==> config.mk <==
export PLATFORM = sky130hd
export DESIGN_NAME = framed_lock_channel_controller_core
export DESIGN_NICKNAME = d
export VERILOG_FILES = /design/src/design/flcc_pkg.sv /design/src/design/flcc_ctrl.sv /design/src/design/flcc_datapath.sv /design/src/design/framed_lock_channel_controller_core.sv
export SDC_FILE = /design/constraint.sdc
export NUM_CORES = 2
export LEC_CHECK = 0
export BUFFER_PORTS_ARGS = -buffer_cell sky130_fd_sc_hd__buf_2
export CAP_MARGIN = 10
export CORE_UTILIZATION = 45
export CTS_CLUSTER_DIAMETER = 100
export DETAILED_ROUTE_END_ITERATION = 6
export PLACE_DENSITY_LB_ADDON = 0.12
export SLEW_MARGIN = 20
export SYNTH_ARGS = -nofsm -noshare
export SYNTH_HDL_FRONTEND = slang
export SYNTH_HIERARCHICAL = 1
export SYNTH_SLANG_ARGS = --single-unit
==> constraint.sdc <==
create_clock -name clk -period 8.7 [get_ports clk]
set_input_delay 0 -clock clk [delete_from_list [all_inputs] [get_ports clk]]
set_output_delay 0 -clock clk [all_outputs]
set_load 0.02 [all_outputs]
==> src/design/flcc_pkg.sv <==
package flcc_pkg;

  // framing bytes
  localparam logic [7:0] MARK       = 8'h33;
  localparam logic [7:0] MARK_START = 8'h01;
  localparam logic [7:0] MARK_END   = 8'h03;
  localparam logic [7:0] ESCAPE     = 8'h02;
  localparam logic [7:0] CMD_RUN    = 8'h02;

  // frame layout
  localparam int CH_POS     = 4;
  localparam int CMD_POS    = 5;
  localparam int UNLOCK_POS = 6;
  localparam int FLASH_POS  = 8;

  // width of each result bit vector
  localparam int OUT_W = 25;

  // per-channel timer word
  typedef struct packed {
    logic [15:0] unlock_left;
    logic [15:0] flash_period;
    logic [15:0] flash_left;
  } chan_word_t;

  typedef struct packed {
    logic take;       // latch the accepted item, clear result flags
    logic byte_step;  // run the deframer on the latched byte
    logic finish;     // frame end: decode buffer, start channel
    logic rd;         // read timer word of the indexed channel
    logic load;       // load result register
  } flcc_cmd_t;

  typedef struct packed {
    logic end_hit;    // latched byte ends a frame
    logic out_free;   // result register can take a new item
  } flcc_status_t;

endpackage

==> src/design/flcc_ctrl.sv <==
module flcc_ctrl #(
  parameter int CHANNELS = 25
) (
  input  logic                  clk,
  input  logic                  rst,
  input  logic                  in_valid,
  input  logic                  in_mode,
  output logic                  in_ready,
  input  flcc_pkg::flcc_status_t status,
  output flcc_pkg::flcc_cmd_t    cmd,
  output logic [(CHANNELS > 1 ? $clog2(CHANNELS) : 1)-1:0] idx
);

  localparam int IW = (CHANNELS > 1) ? $clog2(CHANNELS) : 1;

  localparam logic [2:0] S_IDLE   = 3'd0;
  localparam logic [2:0] S_BYTE   = 3'd1;
  localparam logic [2:0] S_FINISH = 3'd2;
  localparam logic [2:0] S_TICK   = 3'd3;
  localparam logic [2:0] S_DRAIN  = 3'd4;
  localparam logic [2:0] S_RESULT = 3'd5;

  logic [2:0]    state, state_next;
  logic [IW-1:0] idx_next;
  logic          last_ch;

  assign last_ch = (idx == IW'(CHANNELS - 1));

  always_comb begin
    state_next = state;
    idx_next   = idx;
    cmd        = '0;
    in_ready   = 1'b0;
    unique case (state)
      S_IDLE: begin
        in_ready = 1'b1;
        if (in_valid) begin
          cmd.take   = 1'b1;
          idx_next   = '0;
          state_next = in_mode ? S_TICK : S_BYTE;
        end
      end
      S_BYTE: begin
        cmd.byte_step = 1'b1;
        state_next    = status.end_hit ? S_FINISH : S_RESULT;
      end
      S_FINISH: begin
        cmd.finish = 1'b1;
        state_next = S_RESULT;
      end
      S_TICK: begin
        cmd.rd = 1'b1;
        if (last_ch) begin
          state_next = S_DRAIN;
        end else begin
          idx_next = idx + 1'b1;
        end
      end
      S_DRAIN: begin
        // last write-back lands here
        state_next = S_RESULT;
      end
      S_RESULT: begin
        if (status.out_free) begin
          cmd.load   = 1'b1;
          state_next = S_IDLE;
        end
      end
      default: begin
        state_next = S_IDLE;
      end
    endcase
  end

  always_ff @(posedge clk) begin
    if (rst) begin
      state <= S_IDLE;
      idx   <= '0;
    end else begin
      state <= state_next;
      idx   <= idx_next;
    end
  end

endmodule

==> src/design/flcc_datapath.sv <==
module flcc_datapath #(
  parameter int CHANNELS    = 25,
  parameter int FRAME_BYTES = 14
) (
  input  logic                   clk,
  input  logic                   rst,
  input  flcc_pkg::flcc_cmd_t    cmd,
  input  logic [(CHANNELS > 1 ? $clog2(CHANNELS) : 1)-1:0] idx,
  input  logic [7:0]             in_byte,
  output flcc_pkg::flcc_status_t status,
  output logic                   out_valid,
  input  logic                   out_ready,
  output logic [flcc_pkg::OUT_W-1:0] out_lock,
  output logic [flcc_pkg::OUT_W-1:0] out_led,
  output logic                   out_done,
  output logic                   out_accepted
);

  localparam int IW = (CHANNELS > 1) ? $clog2(CHANNELS) : 1;
  localparam int CW = $clog2(FRAME_BYTES + 1);

  // deframer state
  logic [7:0]    byte_q;
  logic          in_frame, after_marker, escape_pending;
  logic [CW-1:0] byte_count;
  logic [7:0]    frame_buf [FRAME_BYTES];
  logic          done_q, acc_q;

  // channel state
  logic [CHANNELS-1:0] active, led;
  flcc_pkg::chan_word_t mem [CHANNELS];
  flcc_pkg::chan_word_t rd_word, wr_word;
  logic [IW-1:0]        wr_addr;
  logic                 wr_en;
  logic                 rd_v;
  logic [IW-1:0]        rd_k;

  // deframer decode
  logic          esc_mark, start_hit, end_hit, out_free, buf_wr, buf_clr;
  logic [CW-1:0] buf_wa;

  // frame decode
  logic [7:0]    ch_byte;
  logic          frame_ok;
  logic [IW-1:0] fin_k;

  assign esc_mark  = escape_pending && (byte_q == flcc_pkg::MARK);
  assign start_hit = after_marker && (byte_q == flcc_pkg::MARK_START);
  assign end_hit   = in_frame && after_marker && (byte_q == flcc_pkg::MARK_END);
  // escaped mark replaces the stored escape byte
  assign buf_wr  = cmd.byte_step && in_frame &&
                   (esc_mark ? (byte_count != '0) : (byte_count < CW'(FRAME_BYTES)));
  assign buf_wa  = esc_mark ? byte_count - 1'b1 : byte_count;
  assign buf_clr = (cmd.byte_step && start_hit) || cmd.finish;

  always_ff @(posedge clk) begin
    if (cmd.take) begin
      byte_q <= in_byte;
    end
  end

  always_ff @(posedge clk) begin
    if (rst) begin
      for (int i = 0; i < FRAME_BYTES; i++) begin
        frame_buf[i] <= '0;
      end
    end else begin
      for (int i = 0; i < FRAME_BYTES; i++) begin
        if (buf_clr) begin
          frame_buf[i] <= '0;
        end else if (buf_wr && (buf_wa == CW'(i))) begin
          frame_buf[i] <= byte_q;
        end
      end
    end
  end

  assign ch_byte  = frame_buf[flcc_pkg::CH_POS];
  assign frame_ok = (ch_byte != 8'd0) && (ch_byte <= 8'(CHANNELS)) &&
                    (frame_buf[flcc_pkg::CMD_POS] == flcc_pkg::CMD_RUN);
  assign fin_k    = IW'(ch_byte - 8'd1);

  always_ff @(posedge clk) begin
    if (rst) begin
      in_frame       <= 1'b0;
      after_marker   <= 1'b0;
      escape_pending <= 1'b0;
      byte_count     <= '0;
      done_q         <= 1'b0;
      acc_q          <= 1'b0;
    end else begin
      if (cmd.take) begin
        done_q <= 1'b0;
        acc_q  <= 1'b0;
      end
      if (cmd.byte_step) begin
        if (start_hit) begin
          in_frame   <= 1'b1;
          byte_count <= '0;
        end else if (in_frame && !esc_mark && (byte_count < CW'(FRAME_BYTES))) begin
          byte_count <= byte_count + 1'b1;
        end
        after_marker   <= (byte_q == flcc_pkg::MARK) && !escape_pending;
        escape_pending <= (byte_q == flcc_pkg::ESCAPE);
        done_q         <= end_hit;
      end
      if (cmd.finish) begin
        in_frame   <= 1'b0;
        byte_count <= '0;
        acc_q      <= frame_ok;
      end
    end
  end

  // tick: read one channel per cycle, write it back the cycle after
  always_ff @(posedge clk) begin
    if (rst) begin
      rd_v <= 1'b0;
    end else begin
      rd_v <= cmd.rd;
    end
  end

  always_ff @(posedge clk) begin
    rd_k <= idx;
  end

  always_ff @(posedge clk) begin
    if (cmd.rd) begin
      rd_word <= mem[idx];
    end
  end

  always_ff @(posedge clk) begin
    if (wr_en) begin
      mem[wr_addr] <= wr_word;
    end
  end

  logic tk_act, tk_off, tk_toggle;
  flcc_pkg::chan_word_t tk_word;

  assign tk_act = rd_v && active[rd_k];

  always_comb begin
    tk_word   = rd_word;
    tk_off    = 1'b0;
    tk_toggle = 1'b0;
    if (rd_word.unlock_left <= 16'd1) begin
      tk_word.unlock_left = '0;
      tk_off              = 1'b1;
    end else begin
      tk_word.unlock_left = rd_word.unlock_left - 16'd1;
      if (rd_word.flash_period != '0) begin
        if (rd_word.flash_left <= 16'd1) begin
          tk_toggle          = 1'b1;
          tk_word.flash_left = rd_word.flash_period;
        end else begin
          tk_word.flash_left = rd_word.flash_left - 16'd1;
        end
      end
    end
  end

  always_comb begin
    wr_en   = 1'b0;
    wr_addr = rd_k;
    wr_word = tk_word;
    if (cmd.finish && frame_ok) begin
      wr_en                = 1'b1;
      wr_addr              = fin_k;
      wr_word.unlock_left  = {frame_buf[flcc_pkg::UNLOCK_POS],
                              frame_buf[flcc_pkg::UNLOCK_POS + 1]};
      wr_word.flash_period = {frame_buf[flcc_pkg::FLASH_POS],
                              frame_buf[flcc_pkg::FLASH_POS + 1]};
      wr_word.flash_left   = wr_word.flash_period;
    end else if (tk_act) begin
      wr_en = 1'b1;
    end
  end

  always_ff @(posedge clk) begin
    if (rst) begin
      active <= '0;
      led    <= '0;
    end else if (cmd.finish && frame_ok) begin
      active[fin_k] <= 1'b1;
      led[fin_k]    <= 1'b0;
    end else if (tk_act) begin
      if (tk_off) begin
        active[rd_k] <= 1'b0;
        led[rd_k]    <= 1'b0;
      end else if (tk_toggle) begin
        led[rd_k] <= !led[rd_k];
      end
    end
  end

  // result register
  logic [flcc_pkg::OUT_W-1:0] lock_vec, led_vec;

  generate
    if (CHANNELS >= flcc_pkg::OUT_W) begin : g_trunc
      assign lock_vec = active[flcc_pkg::OUT_W-1:0];
      assign led_vec  = led[flcc_pkg::OUT_W-1:0];
    end else begin : g_pad
      assign lock_vec = {{(flcc_pkg::OUT_W - CHANNELS){1'b0}}, active};
      assign led_vec  = {{(flcc_pkg::OUT_W - CHANNELS){1'b0}}, led};
    end
  endgenerate

  assign out_free = !out_valid || out_ready;
  assign status   = {end_hit, out_free};

  always_ff @(posedge clk) begin
    if (rst) begin
      out_valid <= 1'b0;
    end else if (cmd.load) begin
      out_valid <= 1'b1;
    end else if (out_ready) begin
      out_valid <= 1'b0;
    end
  end

  always_ff @(posedge clk) begin
    if (cmd.load) begin
      out_lock     <= lock_vec;
      out_led      <= led_vec;
      out_done     <= done_q;
      out_accepted <= acc_q;
    end
  end

endmodule

==> src/design/framed_lock_channel_controller_core.sv <==
// Framed lock channel controller.
// Input stream: one item per received UART byte (s_axis_tuser = 0) or per
// 1 ms tick (s_axis_tuser = 1). Bytes are deframed into a small buffer; a
// completed run command frame (re)starts a lock channel with an unlock time
// and an LED flash period. Ticks count every active channel down.
// Output stream: one item per input item, carrying the lock and LED levels
// after that item, with tlast set when the byte ended a frame.
// A byte passes a deframer step, a byte that ends a frame also a decode
// step, and a tick a channel walk and a drain step, before the result is
// loaded. A tick walks the channel timer memory one entry per cycle
// through its single read and write port; one item is in work at a time
// and the next is taken the cycle after the result is loaded.
// The result register frees the input side: the next item is accepted while
// a result still waits, and the block only holds in its last step while the
// receiver stalls with a result unread.
// Reset clears framing state, all channels (locks and LEDs off) and the
// result valid flag; timer memory needs no clearing.
module framed_lock_channel_controller_core #(
  parameter int CHANNELS    = 25,
  parameter int FRAME_BYTES = 14
) (
  input  logic        clk,
  input  logic        rst,
  input  logic        s_axis_tvalid,
  output logic        s_axis_tready,
  input  logic [7:0]  s_axis_tdata,   // [7:0] rx_byte
  input  logic        s_axis_tuser,   // [0] mode
  output logic        m_axis_tvalid,
  input  logic        m_axis_tready,
  output logic [55:0] m_axis_tdata,   // [24:0] lock_outputs, [49:25] led_outputs,
                                      // [50] command_accepted, [55:51] zero
  output logic        m_axis_tlast    // frame_done
);

  localparam int IW = (CHANNELS > 1) ? $clog2(CHANNELS) : 1;

  flcc_pkg::flcc_cmd_t    cmd;
  flcc_pkg::flcc_status_t status;
  logic [IW-1:0]          idx;
  logic [flcc_pkg::OUT_W-1:0] lock_q, led_q;
  logic                   acc_q;

  flcc_ctrl #(
    .CHANNELS (CHANNELS)
  ) u_ctrl (
    .clk      (clk),
    .rst      (rst),
    .in_valid (s_axis_tvalid),
    .in_mode  (s_axis_tuser),
    .in_ready (s_axis_tready),
    .status   (status),
    .cmd      (cmd),
    .idx      (idx)
  );

  flcc_datapath #(
    .CHANNELS    (CHANNELS),
    .FRAME_BYTES (FRAME_BYTES)
  ) u_datapath (
    .clk          (clk),
    .rst          (rst),
    .cmd          (cmd),
    .idx          (idx),
    .in_byte      (s_axis_tdata),
    .status       (status),
    .out_valid    (m_axis_tvalid),
    .out_ready    (m_axis_tready),
    .out_lock     (lock_q),
    .out_led      (led_q),
    .out_done     (m_axis_tlast),
    .out_accepted (acc_q)
  );

  assign m_axis_tdata = {5'b0, acc_q, led_q, lock_q};

endmodule
=== Yosys cells after proc, flatten, opt, wreduce, memory -nomap -nowiden ===
Memories as Yosys holds them, arrays and structs flattened. A register that Yosys moved wholly into a read port is not among the register bits.
Cells that the tools add are included.

* Add/sub/neg operators: 6
* Bitwise operators: 34
* $lt $le $gt $ge: 8
* Multiplexer cells: 145
* Reduce and logical (&&, ||, !) cells: 57
* Eq/ne operators: 28

{| class="wikitable"
|+ Operator list
! kind !! count
|-
| $mux W8 || 28
|-
| $mux W25 || 7
|-
| $mux W1 || 87
|-
| $and A25 B25 Y25 || 3
|-
| $mux W16 || 4
|-
| $not A25 Y25 || 2
|-
| $mux W48 || 1
|-
| $le A16 B1 Y1 const B || 2
|-
| $sub A16 B1 Y16 const B || 2
|-
| $logic_and A1 B1 Y1 || 30
|-
| $or A1 B1 Y1 || 28
|-
| $bwmux W25 || 1
|-
| $or A25 B25 Y25 || 1
|-
| $eq A4 B4 Y1 const B || 6
|-
| $eq A8 B2 Y1 const B || 3
|-
| $eq A4 B3 Y1 const B || 4
|-
| $reduce_bool A16 Y1 || 1
|-
| $mux W5 || 3
|-
| $pmux W3 S5 || 1
|-
| $reduce_bool A2 Y1 || 7
|-
| $lt A5 B6 Y1 const B || 2
|-
| $mux W3 || 4
|-
| $mux W4 || 3
|-
| $bmux W1 S5 || 2
|-
| other kinds (30) || 46
|}

* Memories: 2
* Word-level logic and storage cells: 298
* Output and inout bits: 59
* RAM bits: 1,312
* Register bits after elaboration: 134

{| class="wikitable"
|+ Memory list
! memory !! depth !! width !! read ports !! clocked after Yosys merged registers in !! wr ports !! RTL line !! RTL
|-
| u_datapath.mem || 25 || 48 || 1 || 1 || 1 || flcc_datapath.sv:31 || <nowiki>flcc_pkg::chan_word_t mem [CHANNELS];</nowiki>
|-
| u_datapath.frame_buf || 14 || 8 || 6 || 0 || 14 || flcc_datapath.sv:26 || <nowiki>logic [7:0] frame_buf [FRAME_BYTES];</nowiki>
|}

=== Depth between registers and ports, before layout ===
* Depth after elaboration: 10
* Mapped depth: 13

=== Modules after synthesis ===
Netlist, hierarchy kept.

{| class="wikitable"
|+ By module, submodules not included
! module !! cells an instance !! instances !! area an instance (um2) !! seq. area each (um2)
|-
| flcc_datapath || 2,859 || 1 || 56,516.7 || 42,040.3
|-
| flcc_ctrl || 60 || 1 || 523.0 || 160.2
|-
| framed_lock_channel_controller_core || 7 || 1 || 48.8 || 0.0
|}

=== Worst setup path after synthesis ===
OpenSTA, ideal clock, no wires.

* Path kind: flip-flop to flip-flop
* Start: register u_ctrl.state[1]
* End: memory u_datapath/mem[3][0] (netlist bit) (enable)
* Cell stages (with the launch flop): 12
* Period minus slack after synthesis: 6.234 ns
* Slack: 2.466 ns
* Required time: 8.187 ns
* Buffers on the path: 3
* Setup time: 0.513 ns
* Arrival time: 5.721 ns
* Path through: dfxtp_1 > buf_6 > inv_1 > nor3_1 > nor4bb_1 > nand3_1 > or2_2 > clkbuf_1 > clkbuf_1 > nor3_1 > a31oi_1 > nor3_1

{| class="wikitable"
|+ RTL lines
! item !! RTL line !! RTL
|-
| from (decl) || flcc_ctrl.sv:23 || <nowiki>logic [2:0] state, state_next;</nowiki>
|-
| from (signal assigned) || flcc_ctrl.sv:80 || <nowiki>state <= state_next;</nowiki>
|-
| to (decl) || flcc_datapath.sv:31 ||
|}

==> impl_metrics.csv <==
group,metric,value,unit
outcome,status,"finished, final reports clean",
synthesis,syn_inst,2926,
worst_hold_path,min_path_type,"in2reg",
synthesis,synth_area,57100,um^2
synthesis,ys.flop_type,"edfxtp_1",
synthesis,ys_seq_elements,1430,
sta,hold_violations,0,
sta,fin_crit,5.61,ns
pwr,p_comb_share,3.1,%
placement,dp_worst_setup_slack,3.13,ns
grt,antenna_found_initial,6,
synthesis,yosysMostFrequentCell,"edfxtp_1",
sta,max_slew_margin,19.7,%
sta,rsz0062_at_grt,"no",
floorplan,io_pins,72,
clock_network,clkSlewWorstSetupHoldPaths,0.05,ns
sta,period_share,64.5,%
pwr,p_int,11500,uW
pwr,clkPwrFrac,44.1,%
synthesis,synth_edf_count,1356,
floorplan,die_w,358,um
synthesis,netlist.area_leader.share,71.3,%
sta,clock_skew,0.0311,ns
grt,grt_pass1_wl,203000,um
floorplan,initial_core_util,45.4,%
final_layout,drive_gt1_share,28.3,%
pwr,power_density,223,nW/um^2
pwr,power,14400,uW
drt,routed_via_density,6.00,
floorplan,dieArea,128000,um^2
floorplan,core_area,126000,um^2
clock_network,postCtsSetupBuffers,0,
clock_network,cts_buffer_depth,3,
clock_network,clk_latency,0.77,ns
sta,setup-violations-final,0,
worst_setup_path,critPathLaunchType,"flip-flop",
synthesis,postSynthAreaPerCell,19.5,um^2
grt,track_usage,21.7,%
drt,dr.pass1.iters,6,
drt,dr_total_vias,29200,
synthesis,synth_cell_types,83,
drt,wl_per_cell,28.1,um
clock_network,cts_root_buf,"clkbuf_16",
sta,tightest_slew,1.20,ns
worst_setup_path,path_class,"reg2reg",
placement,io_buffers,66,
worst_setup_path,ff2ff_setup_slack,3.09,ns
worst_setup_path,cp_max_fo,71,
floorplan,die-height,358,um
sta,worst_hold_slack,0.235,ns
pwr,p_switching,2960,uW
clock_network,htree_levels,4,
sta,fmax,178,MHz
pwr,swShare,20.5,%
drt,route.detailed.drc,0,
placement,routabilityCongestion,0.876,
clock_network,cts_sinks,1430,
final_layout,syn2layout_area_growth,13.5,%
worst_setup_path,crit_arrival,5.97,ns
worst_setup_path,crit_required,9.06,ns
grt,overflow,0,
clock_network,cts_tree,"built",
synthesis,yosysSeqAreaShare,73.9,%
final_layout,fin_nets,3110,
pwr,ir_drop,0.161,mV
pwr,share_seq_of_total_power,52.8,%
drt,drt_wl_total,137000,um
synthesis,yosysTopAreaCell,"edfxtp_1",
sta,slew_viol_final,0,
final_layout,fin_cells,4861,
grt,grt_max_degree,99,
worst_setup_path,cp-end-kind,"flip-flop",
placement,dpl.hpwl,76100,um
synthesis,synth_common_cells,"edfxtp_1 (1356), mux4_2 (343), mux2_2 (150), nand2_1 (143), nor2_1 (99)",
flow_run,cap_viol_max_count,0,
synthesis,yosys_warnings,6,
placement,place_inst,4560,
drt,ant_nets,0,
sta,setup_tns,0,ns
sta,setup_ws,3.09,ns
clock_network,cts_buffers,151,
floorplan,rows,130,
synthesis,synth_area_leaders,"edfxtp_1 (71%), mux4_2 (14%), mux2_2 (3.0%)",
synthesis,synth_async_sr_flop_share,0,%
grt,grt_pass1_vias,30000,
pwr,power.leakage,0.0200,uW
drt,dr.first_iter.drc_count,3179,
area by class of cell:
type	count	area, um^2
diodes	2	5.00
clock buffers	184	3990
clock inverters	93	910
fillers	9927	61000
inverters	26	97.6
multi-input cells	1310	14300
flip-flops and latches	1430	42200
well taps	1650	2060
repair buffers	166	1190
power groups by stage:
stage / Clock, uW / Combinational, uW / Sequential (uW)
3_5_place_dp: 0 / 444 / 7760
5_1_grt: 6770 / 485 / 7620
4_1_cts: 6510 / 455 / 7620
2_1_floorplan: 0 / 303 / 7740
6_report: 6360 / 448 / 7620
3_3_place_gp: 0 / 435 / 7760
flip-flops by register name, summed over array words and instances (netlist names), 3 cells and up:
name / count
u_datapath/rd_word: 48
u_datapath/frame_buf: 48
u_datapath/led: 25
u_datapath/rd_k: 5
u_datapath/out_led: 25
u_datapath/out_lock: 25
u_datapath/active: 25
u_datapath/mem: 1200
u_ctrl/state: 3
u_ctrl/idx: 5
u_datapath/byte_q: 8
u_datapath/byte_count: 4
placed cells by master, fill, tap and decap left out, types with 36 or more instances in the layout:
cell type | synthesis | layout
buf_4 | 13 | 74
o21ai_0 | 86 | 58
and2_1 | 52 | 52
nand3_1 | 41 | 41
nor3_1 | 50 | 45
edfxtp_1 | 1356 | 1356
mux2_2 | 150 | 150
mux4_2 | 343 | 343
clkbuf_16 | 0 | 155
a21oi_1 | 67 | 67
nor2_1 | 99 | 78
dfxtp_1 | 74 | 69
clkinv_1 | 1 | 36
nand2_1 | 143 | 141
buf_2 | 15 | 66
repair_timing:
item | CTS | global route
gates resized for setup | 0 | 0
endpoints found under the hold margin | 71 | 0
hold buffers | 22 | 0
path summary, 6_finish.rpt:
path / endpoint / start / depth (start not counted)
worst min register to register: u_datapath/out_done / u_datapath/done_q / 0
worst max-delay path: u_datapath/mem[0][11] / u_ctrl/state[1] / 11
worst max register to register: u_datapath/mem[0][11] / u_ctrl/state[1] / 11
worst min-delay path: u_ctrl/state[0] / s_axis_tvalid / 5
routing by layer:
layer,part of all wire (%),global-route usage [%],vias up
li1,-,-,12300
met1,43,30.4,15500
met2,49,35.3,1070
met3,5.9,3.30,273
met4,2.5,6.66,2
met5,0.0051,0,-
worst max-delay path, stage by stage (launching register included):
cell and delay [ns]:
dfxtp_1 0.54, inv_1 0.17, nor3_1 0.53, nor4bb_1 0.41
nand3_1 0.37, nor2_4 0.79, buf_4 0.76, and3_1 0.25
a31oi_1 0.05, buf_4 0.27, nor3_2 0.16, buf_4 0.82
metrics by stage:
stage | cell area, um^2 | util, %
2_1_floorplan | 57100 | -
3_3_place_gp | 59600 | 47.4
3_5_place_dp | 59700 | 47.4
4_1_cts | 64800 | 51.5
5_1_grt | 64800 | 51.5
6_report | 64800 | 51.5
cell families (layout without fill, tap and decap cells):
| logic type | after synthesis | in the layout | share of synthesized area (%) |
|---|---|---|---|
| DFF | 1430 | 1430 | 73.9 |
| muxes | 500 | 500 | 16.6 |
| and+or+nand+nor | 494 | 494 | 4.34 |
| AOI/OAI and AO/OA | 274 | 274 | 3.06 |
| buffers and inverters | 190 | 469 | 1.41 |
| xor gates and xnor gates | 25 | 25 | 0.384 |
| adders and majority gates | 12 | 12 | 0.263 |
| other | 1 | 7 | 0.00657 |
Power figures use the tool's default switching activity.
